--- config.mk ---
export PLATFORM = sky130hd
export DESIGN_NAME = sms_notification_field_parser
export DESIGN_NICKNAME = d
export VERILOG_FILES = /design/src/rtl/sms_nfp_pkg.sv /design/src/rtl/sms_notification_field_parser.sv
export SDC_FILE = /design/constraint.sdc
export NUM_CORES = 1
export LEC_CHECK = 0
export BUFFER_PORTS_ARGS = -buffer_cell sky130_fd_sc_hd__clkbuf_2
export CORE_AREA = 2 2 129 131
export CTS_BUF_LIST = sky130_fd_sc_hd__clkbuf_4
export DETAILED_ROUTE_END_ITERATION = 8
export DIE_AREA = 0 0 131 133
export HOLD_SLACK_MARGIN = 0.03
export PLACE_DENSITY_LB_ADDON = 0.05
export SYNTH_ARGS = -nofsm -noshare
export SYNTH_HDL_FRONTEND = slang
export SYNTH_SLANG_ARGS = --single-unit
--- constraint.sdc ---
create_clock -name i_clk -period 10.5 [get_ports i_clk]
set_clock_uncertainty 0.15 [all_clocks]
set_input_delay 1.05 -clock i_clk [delete_from_list [all_inputs] [get_ports i_clk]]
set_output_delay 1.05 -clock i_clk [all_outputs]
set_load 0.03 [all_outputs]
--- src/rtl/sms_nfp_pkg.sv ---
package sms_nfp_pkg;

    localparam logic [7:0] CH_QUOTE = 8'h22;
    localparam logic [7:0] CH_CR    = 8'd13;
    localparam logic [7:0] CH_LF    = 8'd10;

    localparam logic [3:0] ST_WAIT_NUM   = 4'd0;
    localparam logic [3:0] ST_NUM        = 4'd1;
    localparam logic [3:0] ST_WAIT_ALPHA = 4'd2;
    localparam logic [3:0] ST_ALPHA      = 4'd3;
    localparam logic [3:0] ST_WAIT_DT    = 4'd4;
    localparam logic [3:0] ST_DT         = 4'd5;
    localparam logic [3:0] ST_WAIT_DATA  = 4'd6;
    localparam logic [3:0] ST_WAIT_DATA2 = 4'd7;
    localparam logic [3:0] ST_DATA       = 4'd8;

    localparam logic [1:0] KIND_NUMBER = 2'd0;
    localparam logic [1:0] KIND_BODY   = 2'd1;
    localparam logic [1:0] KIND_DONE   = 2'd2;

    typedef struct packed {
        logic [1:0] kind;
        logic [7:0] char_value;
        logic [7:0] position;
        logic [3:0] number_length;
        logic [7:0] body_length;
        logic       last;
    } t_result;

endpackage

--- src/rtl/sms_notification_field_parser.sv ---
// a result item is registered in the result queue when the input item that yields it is accepted
// throughput: one input item per cycle while the queue has room; an item that yields two
// results (final byte with a stored character) writes both into a four-entry result queue
// the input is held off only while the queue lacks room for two results
// reset (i_rst_n low, synchronous): parser back to waiting for number, counts and
// held bytes cleared, result queue emptied
module sms_notification_field_parser
    import sms_nfp_pkg::*;
#(
    parameter int NUMBER_MAX = 12,
    parameter int BODY_MAX   = 160
) (
    input  logic        i_clk,
    input  logic        i_rst_n,
    input  logic        i_s_tvalid,
    output logic        o_s_tready,
    input  logic [7:0]  i_s_tdata,   // [7:0] data_byte
    input  logic        i_s_tlast,   // end_of_message
    output logic        o_m_tvalid,
    input  logic        i_m_tready,
    output logic [31:0] o_m_tdata,   // [7:0] char_value, [15:8] position,
                                     // [19:16] number_length, [27:20] body_length
    output logic [1:0]  o_m_tuser,   // [1:0] kind
    output logic        o_m_tlast    // last
);

    localparam int QDEPTH = 4;

    logic [3:0] r_stage, n_stage;
    logic [7:0] r_idx, n_idx;
    logic [3:0] r_ncnt, n_ncnt;
    logic [7:0] r_bcnt, n_bcnt;
    logic [7:0] r_held0, n_held0;
    logic [7:0] r_held1, n_held1;
    logic [1:0] r_hvalid, n_hvalid;

    t_result    r_q [QDEPTH];
    logic [1:0] r_wp, r_rp;
    logic [2:0] r_cnt;

    logic       accept, pop;
    logic       char_ok;
    logic [1:0] char_kind;
    t_result    char_res, done_res, wr0, wr1;
    logic [1:0] n_wr;

    assign o_s_tready = (r_cnt <= 3'(QDEPTH - 2));
    assign accept     = i_s_tvalid && o_s_tready;
    assign o_m_tvalid = (r_cnt != 3'd0);
    assign pop        = o_m_tvalid && i_m_tready;

    always_comb begin
        n_stage   = r_stage;
        n_idx     = r_idx;
        n_ncnt    = r_ncnt;
        n_bcnt    = r_bcnt;
        n_held0   = r_held0;
        n_held1   = r_held1;
        n_hvalid  = r_hvalid;
        char_ok   = 1'b0;
        char_kind = KIND_NUMBER;

        // the oldest held byte is parsed only once two bytes are held
        if (r_hvalid == 2'd2) begin
            if (r_held0 == CH_QUOTE) begin
                if (r_stage == ST_WAIT_NUM || r_stage == ST_WAIT_ALPHA ||
                    r_stage == ST_WAIT_DT) begin
                    n_stage = r_stage + 4'd1;
                    n_idx   = 8'd0;
                end else if (r_stage == ST_NUM || r_stage == ST_ALPHA ||
                             r_stage == ST_DT) begin
                    n_stage = r_stage + 4'd1;
                end
            end else if (r_held0 == CH_CR && r_stage != ST_DATA) begin
                if (r_stage == ST_WAIT_DATA) begin
                    n_stage = ST_WAIT_DATA2;
                end
            end else if (r_held0 == CH_LF && r_stage != ST_DATA) begin
                if (r_stage == ST_WAIT_DATA2) begin
                    n_stage = ST_DATA;
                    n_idx   = 8'd0;
                end
            end else if (r_stage == ST_NUM && r_idx < 8'(NUMBER_MAX)) begin
                char_ok   = 1'b1;
                char_kind = KIND_NUMBER;
                n_idx     = r_idx + 8'd1;
                n_ncnt    = n_idx[3:0];
            end else if (r_stage == ST_DATA && r_idx < 8'(BODY_MAX)) begin
                char_ok   = 1'b1;
                char_kind = KIND_BODY;
                n_idx     = r_idx + 8'd1;
                n_bcnt    = n_idx;
            end
            n_held0 = r_held1;
            n_held1 = i_s_tdata;
        end else if (r_hvalid == 2'd1) begin
            n_held1  = i_s_tdata;
            n_hvalid = 2'd2;
        end else begin
            n_held0  = i_s_tdata;
            n_hvalid = 2'd1;
        end

        char_res.kind          = char_kind;
        char_res.char_value    = r_held0;
        char_res.position      = r_idx;
        char_res.number_length = 4'd0;
        char_res.body_length   = 8'd0;
        char_res.last          = !i_s_tlast;

        done_res.kind          = KIND_DONE;
        done_res.char_value    = 8'd0;
        done_res.position      = 8'd0;
        done_res.number_length = n_ncnt;
        done_res.body_length   = n_bcnt;
        done_res.last          = 1'b1;

        wr0  = char_ok ? char_res : done_res;
        wr1  = done_res;
        n_wr = {1'b0, char_ok} + {1'b0, i_s_tlast};

        // final byte: back to the reset state for the next frame
        if (i_s_tlast) begin
            n_stage  = ST_WAIT_NUM;
            n_idx    = 8'd0;
            n_ncnt   = 4'd0;
            n_bcnt   = 8'd0;
            n_held0  = 8'd0;
            n_held1  = 8'd0;
            n_hvalid = 2'd0;
        end
    end

    always_ff @(posedge i_clk) begin
        if (!i_rst_n) begin
            r_stage  <= ST_WAIT_NUM;
            r_idx    <= 8'd0;
            r_ncnt   <= 4'd0;
            r_bcnt   <= 8'd0;
            r_held0  <= 8'd0;
            r_held1  <= 8'd0;
            r_hvalid <= 2'd0;
        end else if (accept) begin
            r_stage  <= n_stage;
            r_idx    <= n_idx;
            r_ncnt   <= n_ncnt;
            r_bcnt   <= n_bcnt;
            r_held0  <= n_held0;
            r_held1  <= n_held1;
            r_hvalid <= n_hvalid;
        end
    end

    // result queue
    always_ff @(posedge i_clk) begin
        if (accept && n_wr != 2'd0) begin
            r_q[r_wp] <= wr0;
        end
        if (accept && n_wr == 2'd2) begin
            r_q[r_wp + 2'd1] <= wr1;
        end
    end

    always_ff @(posedge i_clk) begin
        if (!i_rst_n) begin
            r_wp  <= 2'd0;
            r_rp  <= 2'd0;
            r_cnt <= 3'd0;
        end else begin
            if (accept) begin
                r_wp <= r_wp + n_wr;
            end
            if (pop) begin
                r_rp <= r_rp + 2'd1;
            end
            r_cnt <= r_cnt + (accept ? {1'b0, n_wr} : 3'd0) - {2'b00, pop};
        end
    end

    assign o_m_tuser = r_q[r_rp].kind;
    assign o_m_tlast = r_q[r_rp].last;
    assign o_m_tdata = {4'd0, r_q[r_rp].body_length, r_q[r_rp].number_length,
                        r_q[r_rp].position, r_q[r_rp].char_value};

endmodule

==> qor.yml, run 1 <==
status: "complete, no violations"
cp-end-kind: "flop"
initial_core_util_pct: 48.6
grt_pass1_wl_um: 31000
syn_to_final_growth_pct: 7.31
power.share.clock_pct: 26.6
grt_util_met3_pct: 4.57
wl_per_cell_um: 19.9
start_kind: "flop"
overflow: 0
synth_top_family_by_area: "compound AO/OA/AOI/OAI gates"
setup_viol: 0
max_stage_delay_ns: 0.88
cts_tree: "built"
slowest_stage: "a21boi_2"
antenna_found_initial: 1
first_iter_violations: 435
cts_resized: 0
synth_ff_type: "dfxtp_1"
rsz0062_at_grt: "false"
ys_ff_latch: 175
ys_types: 72
wirelength_um: 19000
grt_pass1_vias: 5632
cts_max_level: 4
p_sw_mw: 0.502
fin_crit_sh_pct: 44.0
grt_use_met2_pct: 34.6
swShare_pct: 32.7
critical_path_required_ns: 10.52
worst_ir_drop_vdd_mv: 0.177
io_pins: 50
dp_hpwl_um: 12300
worst_pin_slew_ns: 1.21
drv_slew: 0
worstSkewPairLatency_ns: 0.57
hold_buffers: 0
synth_largest_area_cell: "dfxtp_1"
vias_per_cell: 5.88
powerDensity_nw_per_um2: 182
synth_edf_count: 48
synth.most_common_cell: "dfxtp_1"
die_w_um: 131
power_frac_comb_pct: 23.6
synth-compound-area-share_pct: 18.0
top_usage_layer: "met2"
nets: 746
slew_headroom_pct: 18.7
clk_path_buf_depth: 2
core_area_um2: 16200
cp_num_buf_inv: 3
yosys.area_share.simple_pct: 12.1
synthMuxAreaShare_pct: 11.3
dieArea_um2: 17400
place.gp.congestion: 0.844
seq_area_frac_synth_pct: 50.7
fp-row-count: 47
clock_sinks: 175
finalHoldViolCount: 0
cpMostUsedCell: "inv_1"
portBuffers: 45
fp.dieH_um: 133
post-route-min-period_ns: 4.62
critical_path.top_delay_family: "simple AND/OR/NAND/NOR gates"
yosys.area.top_type_share_pct: 32.4
remaining_drc_errors: 0
fin_tns_setup_ns: 0
power_mw: 1.54
max-cap-violations: 0
synth_common_cells: "dfxtp_1, nor2_1, a22o_1, edfxtp_1, nand2_1"
netlist_area_um2: 7860
cts_buffers: 17
post_cts_buffers: 0
synth_fa_ha_area_share_pct: 2.01
grt_max_degree: 32
vias: 5620
synth_cells: 706
synth_xor_area_share_pct: 1.34
fmax_mhz: 216
drive_gt1_share_pct: 19.5
yosys_warnings: 0
p_int_mw: 1.03
path_class: "reg2reg"
leakage_nw: 3.07
root_buffer: "clkbuf_4"
grtUsageMet1_pct: 34.6
first_pass_iters: 5
seqPwrFrac_pct: 49.9
crit_arrival_ns: 4.64
track_usage_pct: 23.3
clk_pin_slew_ns: 0.13
ant_nets: 0
critical_path.max_fanout: 18
worstPathCellList: "inv_1 > ha_1 > nand3b_1 > nand4_1 > nor2b_1 > nand2_2 > inv_1 > ha_1 > and3_1 > a21boi_2 > inv_1"
hold_path_class: "reg2reg"
synth.top_cells.by_area: "dfxtp_1, edfxtp_1, mux4_2"
synth.avg_cell_area_um2: 11.1
async_reset_ff_share_pct: 0
cells by family after synthesis:
family                     Yosys count
other                                1
buffers and inverters               75
DFF                                175
AOI/OAI and AO/OA                  186
and+or+nand+nor                    195
muxes                               50
xor gates and xnor gates            12
adders and majority gates           12
tightest hold or removal path: stages (launching register included):
cell     delay [ns]
dfxtp_1        0.34
nand2_1        0.05
nand2_1        0.04
cells in the final DEF, fill, tap and decap left out, types with 5 or more instances in the layout:
| cell | netlist | layout |
|---|---|---|
| a21oi_1 | 29 | 29 |
| a22o_1 | 67 | 67 |
| a2bb2oi_1 | 10 | 10 |
| clkbuf_2 | 2 | 45 |
| clkbuf_4 | 0 | 19 |
| dfxtp_1 | 127 | 126 |
| edfxtp_1 | 48 | 48 |
| ha_1 | 11 | 11 |
| inv_1 | 18 | 18 |
| mux2i_1 | 19 | 19 |
| mux4_2 | 31 | 31 |
| nand2_1 | 42 | 42 |
| nand2b_1 | 5 | 5 |
| nand3_1 | 10 | 10 |
| nand4_1 | 5 | 5 |
| nor2_1 | 88 | 88 |
| nor3_1 | 6 | 6 |
| o211ai_1 | 10 | 10 |
| o21ai_0 | 27 | 27 |
| xnor2_1 | 7 | 7 |
| xor2_1 | 5 | 5 |
area by class of cell:
class                      count  area (um2)
clock inverter                13         161
antenna                        1        2.50
inverter                      19        71.3
clock buffer                  19         143
fill                        1453        7740
multi-input combinational    459        3540
sequential                   175        3990
timing repair buffer          49         255
tap                          220         275
through the flow:
| step | instance area (um2) | utilization, % | hold slack (ns) | instances | setup slack [ns] |
|---|---|---|---|---|---|
| global placement | 8130 | 50.2 | 0.298 | 922 | 6.15 |
| detailed placement | 8130 | 50.2 | 0.289 | 922 | 5.94 |
| CTS | 8430 | 52.1 | 0.309 | 954 | 5.91 |
| floorplan | 7870 | - | 0.267 | 709 | 6.75 |
| global route | 8430 | 52.1 | 0.324 | 955 | 5.62 |
| finish | 8430 | 52.1 | 0.307 | 955 | 5.88 |
worst paths after layout:
check,cells past startpoint,end,start,slack (ns)
setup / recovery,11,r_q[2][2],r_stage[0],5.88
setup reg to reg,11,r_q[2][2],r_stage[0],5.88
hold reg to reg,2,r_q[1][30],r_q[1][30],0.31
hold / removal,2,r_q[1][30],r_q[1][30],0.31
state kept, by name, indices dropped and copies added, names as in the netlist, named ones only:
name and count:
r_q 124, r_bcnt 8, r_held0 8, r_held1 8, r_idx 8, r_ncnt 4, r_stage 4, r_cnt 3
r_hvalid 2, r_rp 2, r_wp 2
power groups by stage:
stage | Combinational, mW | Clock, mW | Sequential (mW)
floorplan | 0.290 | 0 | 0.763
global placement | 0.364 | 0 | 0.778
detailed placement | 0.365 | 0 | 0.781
CTS | 0.366 | 0.423 | 0.766
global route | 0.400 | 0.449 | 0.771
finish | 0.362 | 0.408 | 0.766
layer usage:
layer	share of wire [%]	vias to the layer above
li1	-	2639
met1	49	2812
met2	45	146
met3	4.2	23
met4	1.8	0
met5	0	-
No activity file was read; power rests on OpenSTA's default activity.
==> inputs of run 2 (changes only) <==
==> constraint.sdc (replaced) <==
create_clock -name i_clk -period 4.1 [get_ports i_clk]
set_clock_uncertainty 0.15 [all_clocks]
set_input_delay 0.41 -clock i_clk [delete_from_list [all_inputs] [get_ports i_clk]]
set_output_delay 0.41 -clock i_clk [all_outputs]
set_load 0.03 [all_outputs]
==> run 2 against run 1 <==
  * Register-to-register slack got worse by 5.6 ns
  * Die area unchanged
  * Non-clock buffer count increased by 15
  * Sequential power increased to 2.6 times the previous value
  * Setup slack got worse by 5.6 ns
  * Combinational power increased to 2.6 times the previous value
  * Critical endpoint is now r_q[1][2]
  * Cell area increased by 0.62%
  * First-iteration DRC count increased by 3.0%
  * Critical path type unchanged
  * Core utilization increased by 0.32 points
==> qor.yml, run 2 (synthesis results as in run 1) <==
max_stage_delay_ns: 0.91
io_pins: 50
fin_tns_setup_ns: 0
wirelength_um: 19200
dpl-instance-area_um2: 8170
drive_gt1_share_pct: 19.8
setup_viol: 0
grt_pass1_vias: 5491
critical_path_required_ns: 4.24
fp-row-count: 47
nets: 761
fin_util_pct: 52.5
vias_per_cell: 5.83
antenna_found_initial: 1
clk_path_buf_depth: 2
max-cap-violations: 0
worst_pin_slew_ns: 1.14
grt_max_degree: 32
fin_ws_ns: 0.269
ant_nets: 0
fin_crit_sh_pct: 93.4
dp_hpwl_um: 12600
leakage_nw: 3.08
drv_slew: 0
placedCellCount: 929
worst_hold_slack_ns: 0.128
instances_no_fill: 970
die_w_um: 131
largest_reg_flops: 124
rsz0062_at_grt: "true"
final_common_cell: "dfxtp_1"
track_usage_pct: 22.9
finish.instance_area_um2: 8480
slowest_stage: "o21ai_1"
place.gp.congestion: 0.897
post-place-ws_ns: 0.319
path_class: "reg2reg"
worstPathCellList: "inv_1 > ha_1 > nand3b_1 > nand4_1 > nor2b_1 > nand2_2 > ha_1 > nor3_4 > nand2_1 > a21oi_1 > o21ai_1 > nor2_1"
finalHoldViolCount: 0
crit_arrival_ns: 3.97
vias: 5659
post_cts_buffers: 0
seqPwrFrac_pct: 52.3
wl_per_cell_um: 19.8
worst_ir_drop_vdd_mv: 0.312
dieArea_um2: 17400
critical_path.max_fanout: 13
p_int_mw: 2.47
cp_num_buf_inv: 1
power.share.clock_pct: 22.9
root_buffer: "clkbuf_4"
status: "complete, no violations"
worstSkewPairLatency_ns: 0.57
cts_max_level: 4
portBuffers: 45
syn_to_final_growth_pct: 7.98
slew_headroom_pct: 23.5
post-route-min-period_ns: 3.83
mostFrequentLayoutCells: "dfxtp_1, nor2_1, a22o_1, edfxtp_1, clkbuf_2"
remaining_drc_errors: 0
cts_buffers: 17
critical_path.top_delay_family: "simple AND/OR/NAND/NOR gates"
hold_path_class: "in2reg"
first_iter_violations: 448
regMostFlops: "r_q"
cpMostUsedCell: "ha_1"
overflow: 0
clk_pin_slew_ns: 0.14
cp-end-kind: "flop"
grt_pass1_wl_um: 30500
cts_tree: "built"
fp.dieH_um: 133
r2r_slack_ns: 0.27
p_sw_mw: 1.29
first_pass_iters: 7
core_area_um2: 16200
clock_sinks: 175
fmax_mhz: 261
powerDensity_nw_per_um2: 444
power_mw: 3.76
swShare_pct: 34.4
start_kind: "flop"
power_frac_comb_pct: 24.8
initial_core_util_pct: 48.6
run 2: worst paths after layout:
kind | start | to | depth (start not counted)
max | r_stage[0] | r_q[1][2] | 12
min | i_s_tlast | r_stage[2] | 2
max reg2reg | r_stage[0] | r_q[1][2] | 12
min reg2reg | r_q[1][30] | r_q[1][30] | 2
run 2: area by class of cell:
cell class	count	area (um2)
tap	220	275
timing repair buffer	64	388
inverter	19	71.3
multi-input combinational	459	3530
sequential	175	3990
fill	1466	7690
antenna	1	2.50
clock buffer	19	143
clock inverter	13	88.8
run 2: timing repair:
action / 4_1_cts / 5_1_grt
hold buffers: 8 / 0
endpoints found under the hold margin: 11 / 0
gates resized for setup: 0 / 0
endpoints found under the setup margin: 0 / 8
run 2: routing by layer:
metal  wire [um]  GRT usage, %
met5           0             0
met4         231          6.15
met3         792          4.04
met2        8870          35.5
met1        9300          33.2
run 2: power by group through the flow:
| stage | Sequential, mW | Combinational, mW | Clock, mW |
|---|---|---|---|
| CTS | 1.97 | 0.946 | 0.889 |
| global route | 1.98 | 1.01 | 0.959 |
| floorplan | 1.95 | 0.738 | 0 |
| finish | 1.97 | 0.934 | 0.863 |
| global placement | 2.00 | 0.915 | 0 |
| detailed placement | 2.00 | 0.936 | 0 |
run 2: worst register-to-register path, delay by kind of cell, from the launching register on:
family	cells	cell delay, ns
flops	1	0.45
simple gates	7	1.31
buf+inv	1	0.09
compound gates	2	0.98
fa+ha+maj	2	0.55
